--- src/sv/kmsm_pkg.sv ---
// ============================================================================
// kmsm_pkg: shared definitions of the k-mismatch string matcher
// Widths, register indexes and the types passed between the cells, the
// scoring stage and the top level.
// ============================================================================
package kmsm_pkg;

   // Longest pattern the cell row can hold, one cell per pattern position.
   localparam int MAX_PATTERN = 32;
   localparam int IDX_W       = (MAX_PATTERN > 1) ? $clog2(MAX_PATTERN) : 1;

   localparam int BYTE_W      = 8;
   localparam int CNT_W       = 6;
   localparam int LEN_W       = 6;
   localparam int K_W         = 5;
   localparam int OCC_W       = 32;
   localparam int CSR_DATA_W  = 64;
   localparam int CSR_IDX_W   = 3;
   localparam int PAT_REGS    = 4;
   localparam int BYTES_PER_REG = CSR_DATA_W / BYTE_W;

   // Saturated counter value, also the "no full window yet" mark.
   localparam logic [CNT_W-1:0] CNT_SAT = '1;

   typedef logic [CNT_W-1:0] count_type;

   typedef enum logic [CSR_IDX_W-1:0] {
      CSR_PATTERN_0      = 3'd0,
      CSR_PATTERN_1      = 3'd1,
      CSR_PATTERN_2      = 3'd2,
      CSR_PATTERN_3      = 3'd3,
      CSR_PATTERN_LENGTH = 3'd4,
      CSR_MAX_MISMATCHES = 3'd5
   } csr_index_type;

   typedef struct packed {
      logic step;   // a text beat is taken this cycle
      logic rearm;  // that beat ends the text
   } cell_ctrl_type;

   typedef struct packed {
      logic             match_here;
      logic [CNT_W-1:0] window_mismatches;
      logic [OCC_W-1:0] occurrence_total;
      logic             result_last;
   } rsp_type;

endpackage

--- src/sv/kmsm_cell.sv ---
// ============================================================================
// kmsm_cell: one pattern position of the mismatch counter row
// Takes the count of its left neighbor, adds the mismatch of the new text
// byte against its own pattern byte and keeps the saturated sum.
// ============================================================================
module kmsm_cell
   import kmsm_pkg::*;
(
   input  logic              clock,
   input  logic              reset,
   input  cell_ctrl_type     ctrl,
   input  logic [BYTE_W-1:0] text_byte,
   input  logic [BYTE_W-1:0] pattern_byte,
   input  count_type         prev_count,
   output count_type         sum,
   output count_type         count
);

   logic       mismatch;
   logic [CNT_W:0] wide_sum;
   count_type  count_ff;
   count_type  count_in;

   assign mismatch = (text_byte != pattern_byte);
   assign wide_sum = {1'b0, prev_count} + {{CNT_W{1'b0}}, mismatch};
   assign sum      = wide_sum[CNT_W] ? CNT_SAT : wide_sum[CNT_W-1:0];

   always_comb begin
      count_in = count_ff;
      if (ctrl.step) begin
         count_in = ctrl.rearm ? CNT_SAT : sum;
      end
   end

   always_ff @(posedge clock) begin
      if (reset) begin
         count_ff <= CNT_SAT;
      end else begin
         count_ff <= count_in;
      end
   end

   assign count = count_ff;

endmodule

--- src/sv/kmsm_score.sv ---
// ============================================================================
// kmsm_score: window selection and occurrence count
// Picks the counter of the configured pattern length, decides the match,
// caps the shown distance and keeps the saturating occurrence count.
// ============================================================================
module kmsm_score
   import kmsm_pkg::*;
(
   input  logic             clock,
   input  logic             reset,
   input  cell_ctrl_type    ctrl,
   input  count_type        sums [MAX_PATTERN],
   input  logic [LEN_W-1:0] pattern_length,
   input  logic [K_W-1:0]   max_mismatches,
   output rsp_type          result
);

   logic [IDX_W-1:0] sel_idx;
   count_type        window_count;
   count_type        cap;
   logic             hit;
   logic [OCC_W-1:0] occ_next;
   logic [OCC_W-1:0] occ_ff;
   logic [OCC_W-1:0] occ_in;

   // A length of zero acts as one, a length beyond the row as the full row.
   // The range check is one bit wider so that a row as long as the largest
   // length code still compares correctly.
   always_comb begin
      priority if (pattern_length == '0) begin
         sel_idx = '0;
      end else if ({1'b0, pattern_length} > (LEN_W + 1)'(MAX_PATTERN)) begin
         sel_idx = IDX_W'(MAX_PATTERN - 1);
      end else begin
         sel_idx = IDX_W'(pattern_length - LEN_W'(1));
      end
   end

   assign window_count = sums[sel_idx];
   assign cap          = {1'b0, max_mismatches} + count_type'(1);
   assign hit          = (window_count <= {1'b0, max_mismatches});
   assign occ_next     = (hit && (occ_ff != '1)) ? occ_ff + OCC_W'(1) : occ_ff;

   always_comb begin
      occ_in = occ_ff;
      if (ctrl.step) begin
         occ_in = ctrl.rearm ? '0 : occ_next;
      end
   end

   always_ff @(posedge clock) begin
      if (reset) begin
         occ_ff <= '0;
      end else begin
         occ_ff <= occ_in;
      end
   end

   assign result.match_here        = hit;
   assign result.window_mismatches = (window_count > cap) ? cap : window_count;
   assign result.occurrence_total  = occ_next;
   assign result.result_last       = ctrl.rearm;

   a_rearm_clears_count: assert property (@(posedge clock) disable iff (reset)
      (ctrl.step && ctrl.rearm) |=> (occ_ff == '0))
      else $error("occurrence count not cleared after the last beat of a text");

endmodule

--- src/sv/k_mismatch_string_matcher_top.sv ---
// ============================================================================
// k_mismatch_string_matcher_top: streaming k-mismatch pattern search
// A row of counter cells tracks the mismatch count of every window length in
// parallel; one result beat follows each text beat.
// ============================================================================
//
//   channel | direction | handshake          | payload
//   --------+-----------+--------------------+----------------------------------
//   req_    | in        | valid / stall      | text_byte, text_last
//   rsp_    | out       | valid / stall      | match_here, window_mismatches,
//           |           |                    | occurrence_total, result_last
//   csr_    | in        | valid / ready      | index, data (write only)
//
// One text beat is taken every cycle while req_stall is low. Its result is
// computed in the cycle it is taken and appears on the rsp_ side from an
// output register backed by a one-entry skid register.
// Reset is synchronous and active high; it loads every cell with the
// saturated count, clears the occurrence count and restores register defaults.
// req_stall rises only while the skid register is occupied, so a held
// output lets the row take at most one more beat before it stops.
// Configuration writes are always taken; csr_ready is tied high.
//
// Each cell j holds the mismatch count of the last j+1 text bytes against
// pattern bytes 0..j. On a taken beat every cell loads its left neighbor's
// count plus its own byte mismatch, so counts march along the row by one
// position per beat. Cell 0 starts from zero. The count of the cell at the
// configured pattern length minus one is the distance of the window that ends
// at this byte; a text shorter than the pattern still sees the saturated
// count there and reports no match. A beat with text_last re-arms the row.
//
module k_mismatch_string_matcher_top
   import kmsm_pkg::*;
(
   input  logic                  clock,
   input  logic                  reset,

   input  logic                  req_valid,
   output logic                  req_stall,
   input  logic [BYTE_W-1:0]     req_text_byte,
   input  logic                  req_text_last,

   output logic                  rsp_valid,
   input  logic                  rsp_stall,
   output logic                  rsp_match_here,
   output logic [CNT_W-1:0]      rsp_window_mismatches,
   output logic [OCC_W-1:0]      rsp_occurrence_total,
   output logic                  rsp_result_last,

   input  logic                  csr_valid,
   output logic                  csr_ready,
   input  logic [CSR_IDX_W-1:0]  csr_index,
   input  logic [CSR_DATA_W-1:0] csr_data
);

   // Configuration registers.
   logic [CSR_DATA_W-1:0] pattern_ff [PAT_REGS];
   logic [CSR_DATA_W-1:0] pattern_in [PAT_REGS];
   logic [LEN_W-1:0]      length_ff;
   logic [LEN_W-1:0]      length_in;
   logic [K_W-1:0]        k_ff;
   logic [K_W-1:0]        k_in;

   // Handshake and result buffering.
   logic          req_take;
   logic          rsp_take;
   cell_ctrl_type ctrl;
   rsp_type       new_result;
   rsp_type       out_ff;
   rsp_type       out_in;
   logic          out_valid_ff;
   logic          out_valid_in;
   rsp_type       skid_ff;
   rsp_type       skid_in;
   logic          skid_valid_ff;
   logic          skid_valid_in;

   // Cell row wiring.
   count_type     sums   [MAX_PATTERN];
   count_type     counts [MAX_PATTERN];

   assign csr_ready = 1'b1;

   // Register writes; indexes past the list are ignored.
   always_comb begin
      pattern_in = pattern_ff;
      length_in  = length_ff;
      k_in       = k_ff;
      if (csr_valid && csr_ready) begin
         unique case (csr_index)
            CSR_PATTERN_0:      pattern_in[0] = csr_data;
            CSR_PATTERN_1:      pattern_in[1] = csr_data;
            CSR_PATTERN_2:      pattern_in[2] = csr_data;
            CSR_PATTERN_3:      pattern_in[3] = csr_data;
            CSR_PATTERN_LENGTH: length_in     = csr_data[LEN_W-1:0];
            CSR_MAX_MISMATCHES: k_in          = csr_data[K_W-1:0];
            default: begin
            end
         endcase
      end
   end

   always_ff @(posedge clock) begin
      if (reset) begin
         for (int r = 0; r < PAT_REGS; r++) begin
            pattern_ff[r] <= '0;
         end
         length_ff <= LEN_W'(1);
         k_ff      <= '0;
      end else begin
         pattern_ff <= pattern_in;
         length_ff  <= length_in;
         k_ff       <= k_in;
      end
   end

   // The row advances on every taken text beat.
   assign req_take   = req_valid && !req_stall;
   assign rsp_take   = out_valid_ff && !rsp_stall;
   assign ctrl.step  = req_take;
   assign ctrl.rearm = req_take && req_text_last;

   for (genvar j = 0; j < MAX_PATTERN; j++) begin : g_cell
      count_type         prev;
      logic [BYTE_W-1:0] pat_byte;

      if (j == 0) begin : g_head
         assign prev = '0;
      end else begin : g_link
         assign prev = counts[j-1];
      end

      // Pattern positions beyond the stored registers read as zero.
      if (j < PAT_REGS * BYTES_PER_REG) begin : g_pat
         assign pat_byte = pattern_ff[j / BYTES_PER_REG][(j % BYTES_PER_REG) * BYTE_W +: BYTE_W];
      end else begin : g_zero
         assign pat_byte = '0;
      end

      kmsm_cell u_cell (
         .clock        (clock),
         .reset        (reset),
         .ctrl         (ctrl),
         .text_byte    (req_text_byte),
         .pattern_byte (pat_byte),
         .prev_count   (prev),
         .sum          (sums[j]),
         .count        (counts[j])
      );
   end

   kmsm_score u_score (
      .clock          (clock),
      .reset          (reset),
      .ctrl           (ctrl),
      .sums           (sums),
      .pattern_length (length_ff),
      .max_mismatches (k_ff),
      .result         (new_result)
   );

   // Output register with a one-entry skid register behind it. A new result
   // lands in the skid register only when the output register is held.
   always_comb begin
      out_in        = out_ff;
      out_valid_in  = out_valid_ff;
      skid_in       = skid_ff;
      skid_valid_in = skid_valid_ff;
      if (!out_valid_ff || rsp_take) begin
         if (skid_valid_ff) begin
            out_in        = skid_ff;
            out_valid_in  = 1'b1;
            skid_valid_in = 1'b0;
         end else if (req_take) begin
            out_in       = new_result;
            out_valid_in = 1'b1;
         end else begin
            out_valid_in = 1'b0;
         end
      end else if (req_take) begin
         skid_in       = new_result;
         skid_valid_in = 1'b1;
      end
   end

   always_ff @(posedge clock) begin
      if (reset) begin
         out_valid_ff  <= 1'b0;
         skid_valid_ff <= 1'b0;
      end else begin
         out_valid_ff  <= out_valid_in;
         skid_valid_ff <= skid_valid_in;
      end
      out_ff  <= out_in;
      skid_ff <= skid_in;
   end

   assign req_stall             = skid_valid_ff;
   assign rsp_valid             = out_valid_ff;
   assign rsp_match_here        = out_ff.match_here;
   assign rsp_window_mismatches = out_ff.window_mismatches;
   assign rsp_occurrence_total  = out_ff.occurrence_total;
   assign rsp_result_last       = out_ff.result_last;

   a_skid_behind_output: assert property (@(posedge clock) disable iff (reset)
      skid_valid_ff |-> out_valid_ff)
      else $error("skid register holds a result while the output register is empty");

   a_held_output_fills_skid: assert property (@(posedge clock) disable iff (reset)
      (out_valid_ff && rsp_stall && req_take) |=> skid_valid_ff)
      else $error("result of a taken beat lost behind a held output");

   a_match_counts: assert property (@(posedge clock) disable iff (reset)
      (out_valid_ff && out_ff.match_here) |-> (out_ff.occurrence_total != '0))
      else $error("match reported with a zero occurrence count");

endmodule

--- config.mk ---
export PLATFORM = sky130hd
export DESIGN_NAME = k_mismatch_string_matcher_top
export DESIGN_NICKNAME = d
export VERILOG_FILES = /design/src/sv/kmsm_pkg.sv /design/src/sv/kmsm_cell.sv /design/src/sv/kmsm_score.sv /design/src/sv/k_mismatch_string_matcher_top.sv
export SDC_FILE = /design/constraint.sdc
export NUM_CORES = 2
export LEC_CHECK = 0
export BUFFER_PORTS_ARGS = -buffer_cell sky130_fd_sc_hd__buf_2
export CELL_PAD_IN_SITES_DETAIL_PLACEMENT = 0
export CELL_PAD_IN_SITES_GLOBAL_PLACEMENT = 1
export CORE_MARGIN = 2
export CORE_UTILIZATION = 33
export DETAILED_ROUTE_END_ITERATION = 16
export PLACE_DENSITY = 0.65
export SKIP_LAST_GASP = 1
export SYNTH_ARGS = -nofsm -noshare
export SYNTH_HDL_FRONTEND = slang
export SYNTH_SLANG_ARGS = --single-unit
export TNS_END_PERCENT = 30
--- constraint.sdc ---
create_clock -name clock -period 5.4 [get_ports clock]
set_input_delay 0 -clock clock [delete_from_list [all_inputs] [get_ports clock]]
set_output_delay 0 -clock clock [all_outputs]
set_load 0.02 [all_outputs]
==> flow_summary.ini <==
[status]
status = complete, no violations

[global_route]
grt_pass1_vias = 24500
grt_max_degree = 201
grt_use_total_pct = 20.0
grt_overflow = 0
antenna_found_initial = 2
grt_pass1_wl_mm = 144

[cells_and_area]
layout-drive-gt1-share_pct = 23.2
final_util_pct = 42.7
fin_area_um2 = 37600
area_delta_synth_final_pct = 28.6
diodes = 0
fillCellCount = 8933
multiInputGateArea_um2 = 17400
layout.nets = 4033
stdcell_count = 5091
seqCellArea_um2 = 12000
final_cell_mix = nand2_1 (819), dfxtp_1 (471), buf_4 (317)
layout_commonest_cell = nand2_1

[sta]
max_freq_mhz = 188
grt_setup_unrepaired = yes
layout_setup_ws_ns = 0.0728
worst_slew_pin_slew_ns = 1.13
skew_ns = 0.0261
min_period_ns = 5.33
fin_crit_sh_pct = 98.7
maxSlewHeadroom_pct = 24.8
drv_slew = 0
final_hold_viol_count = 0
setup_violations = 0

[worst_setup_path]
r2r_cells = 21
required_ns = 5.75
r2r_end = rsp_occurrence_total[28]$_DFFE_PP_
crit_arrival_ns = 5.68
cp_max_fo = 4
cp-end-kind = register
start_kind = register
reg2reg_slack_ns = 0.07
worst-setup-path-type = register to register
timing.rr.start = g_cell[28].pat_byte[7]$_SDFFE_PP0P_

[drt]
vias = 25400
drtPass1Iterations = 5
wl_per_cell_um = 18.2
drc = 0
drtAntennaViolNets = 0
wl_mm = 92.6
drtIter0Drc = 1614
post_drt_via_cell_ratio = 4.99

[clock_tree]
clock_sinks = 560
clk_pin_slew_ns = 0.06
clockBufferDepth = 3
numCtsBuffers = 69
cts_tree = done
cts_htree_levels = 3
clk_latency_ns = 0.62
root_buffer = clkbuf_16

[pwr]
design_power_total_mw = 12.3
p_leak_nw = 15.3
power_density_nw_per_um2 = 328
ir_worst_vdd_v = 0.000230

[placed_design]
place_congestion = 0.828
post_dp_cell_area_um2 = 33200
preCtsSetupSlack_ns = -0.308
placed_cells = 4875
portBuffers = 122
dp_hpwl_mm = 63.0

[yosys]
syn_area_um2 = 29300
avgSynthCellArea_um2 = 8.38
ys_seq_area_share_pct = 41.0
synthCells = 3493
synthesis.nets = 3653
ys_types = 74
yosys_warnings = 0
ys_ff_latch = 560
async_flop_share_pct = 0
synth_edf_count = 80
synth_flop_cell = dfxtp_1

[worst_hold_path]
hp-start = csr_index[2]
holdPathStages = 4
hold_path.class = input pin to register
whs_endpoint = k_ff[0]$_SDFFE_PP0P_

[floorplanning]
fp.dieArea_um2 = 91100
io_pins = 124
initial_core_util_pct = 33.2
die_y_um = 302
die_w_um = 302
core-area_um2 = 88100
fp-row-count = 109

[flow_run]
cap_viol_max_count = 0
## worst max-delay path, cell delays in order (launching register included)
cell and delay, ns:
dfxtp_1 0.32, xor2_1 0.16, nor4_2 0.46, nand2_2 0.20
ha_2 0.23, ha_2 0.18, or2_2 0.28, o21ai_2 0.07
nor2_1 0.05, o311a_1 0.33, o311ai_2 0.27, o21ai_1 0.14
ha_1 0.32, o21a_1 0.11, o21a_1 0.16, o21a_1 0.16
o22a_1 0.23, nor3_2 0.18, a22oi_2 0.17, or4_4 0.60
xnor2_2 0.16, mux2_4 0.27
## power breakdown
group	leakage (nW)	internal [mW]	switching (mW)
combinational	9.46	1.23	1.47
sequential	4.65	4.43	0.168
clock	1.21	3.10	1.93
total	15.3	8.77	3.56
## cell families (layout without fill, tap and decap cells)
logic type,Yosys count,count (layout),share of synthesized area [%]
compound gates,617,617,12.8
buf+inv,252,685,3.49
other cells,1,1,0.0128
mux,171,171,6.64
fa+ha+maj,83,83,3.53
flops,560,560,41.0
xor+xnor,319,319,9.55
simple gates,1490,1490,23.0
## per-stage QoR
step | TNS [ns] | hold WS, ns
2_1_floorplan | 0 | 0.118
3_3_place_gp | -5.26 | 0.282
3_5_place_dp | -7.65 | 0.285
4_1_cts | 0 | 0.0333
5_1_grt | -0.974 | 0.0862
6_report | 0 | 0.0811
## routing by layer
layer  part of all wire, %  routed length [um]  global-route usage [%]
met5                0.0076                   7                       0
met4                   2.0                1890                    5.02
met3                   3.2                2930                    2.36
met2                    47               43600                    33.3
met1                    48               44200                    27.6
## layout make-up
cell class	instances	area share [%]
Tap cell	1165	3.87
Clock buffer	95	5.23
Sequential cell	560	31.9
Inverter	20	0.199
Multi-Input combinational cell	2681	46.1
Clock inverter	29	1.32
Timing Repair Buffer	541	11.3
## sequential cells by signal, summed over array words and instances, names as in the netlist
signal                 flops
g_cell.u_cell.count      179
rsp_result_last            1
rsp_valid                  1
rsp_match_here             1
k_ff                       5
rsp_window_mismatches      6
skid_ff                   40
u_score.occ_ff            32
g_cell.pat_byte          256
length_ff                  6
req_stall                  1
rsp_occurrence_total      32
## repair_timing
item / in CTS / in global routing
endpoints found under the setup margin: 48 / 81
endpoints found under the hold margin: 321 / 0
setup buffers: 0 / 21
cloned: 0 / 1
hold buffers: 73 / 0
pin swaps: 9 / 94
resized for setup: 25 / 239
## synth_stat cells (all sizes together) (58+ instances only)
cell type | instances | area (um^2)
nand2 | 841 | 3160
dfxtp | 480 | 9610
a21oi | 311 | 1560
xor2 | 273 | 2390
clkbuf | 183 | 687
nor2 | 182 | 683
nand3 | 151 | 761
o211ai | 148 | 1110
mux2i | 109 | 1090
edfxtp | 80 | 2400
ha | 79 | 988
nor3 | 77 | 500
o21ai | 69 | 349
nor4 | 67 | 453
nand2b | 58 | 363
## how the worst max path moves through the flow
stage	from	to	slack (ns)	cells past startpoint
after global routing	g_cell[7].pat_byte[5]$_SDFFE_PP0P_	rsp_occurrence_total[1]$_DFFE_PP_	-0.13	26
after detailed placement	req_text_byte[4]	rsp_occurrence_total[26]$_DFFE_PP_	-0.31	26
after global placement	req_text_byte[4]	rsp_occurrence_total[26]$_DFFE_PP_	-0.24	26
final	g_cell[28].pat_byte[7]$_SDFFE_PP0P_	rsp_occurrence_total[28]$_DFFE_PP_	0.07	21
after CTS	g_cell[18].pat_byte[7]$_SDFFE_PP0P_	rsp_occurrence_total[28]$_DFFE_PP_	0.001	22
after floorplan	length_ff[0]$_SDFFE_PP1P_	rsp_occurrence_total[1]$_DFFE_PP_	0.04	26
(Power assumes the default switching activity.)
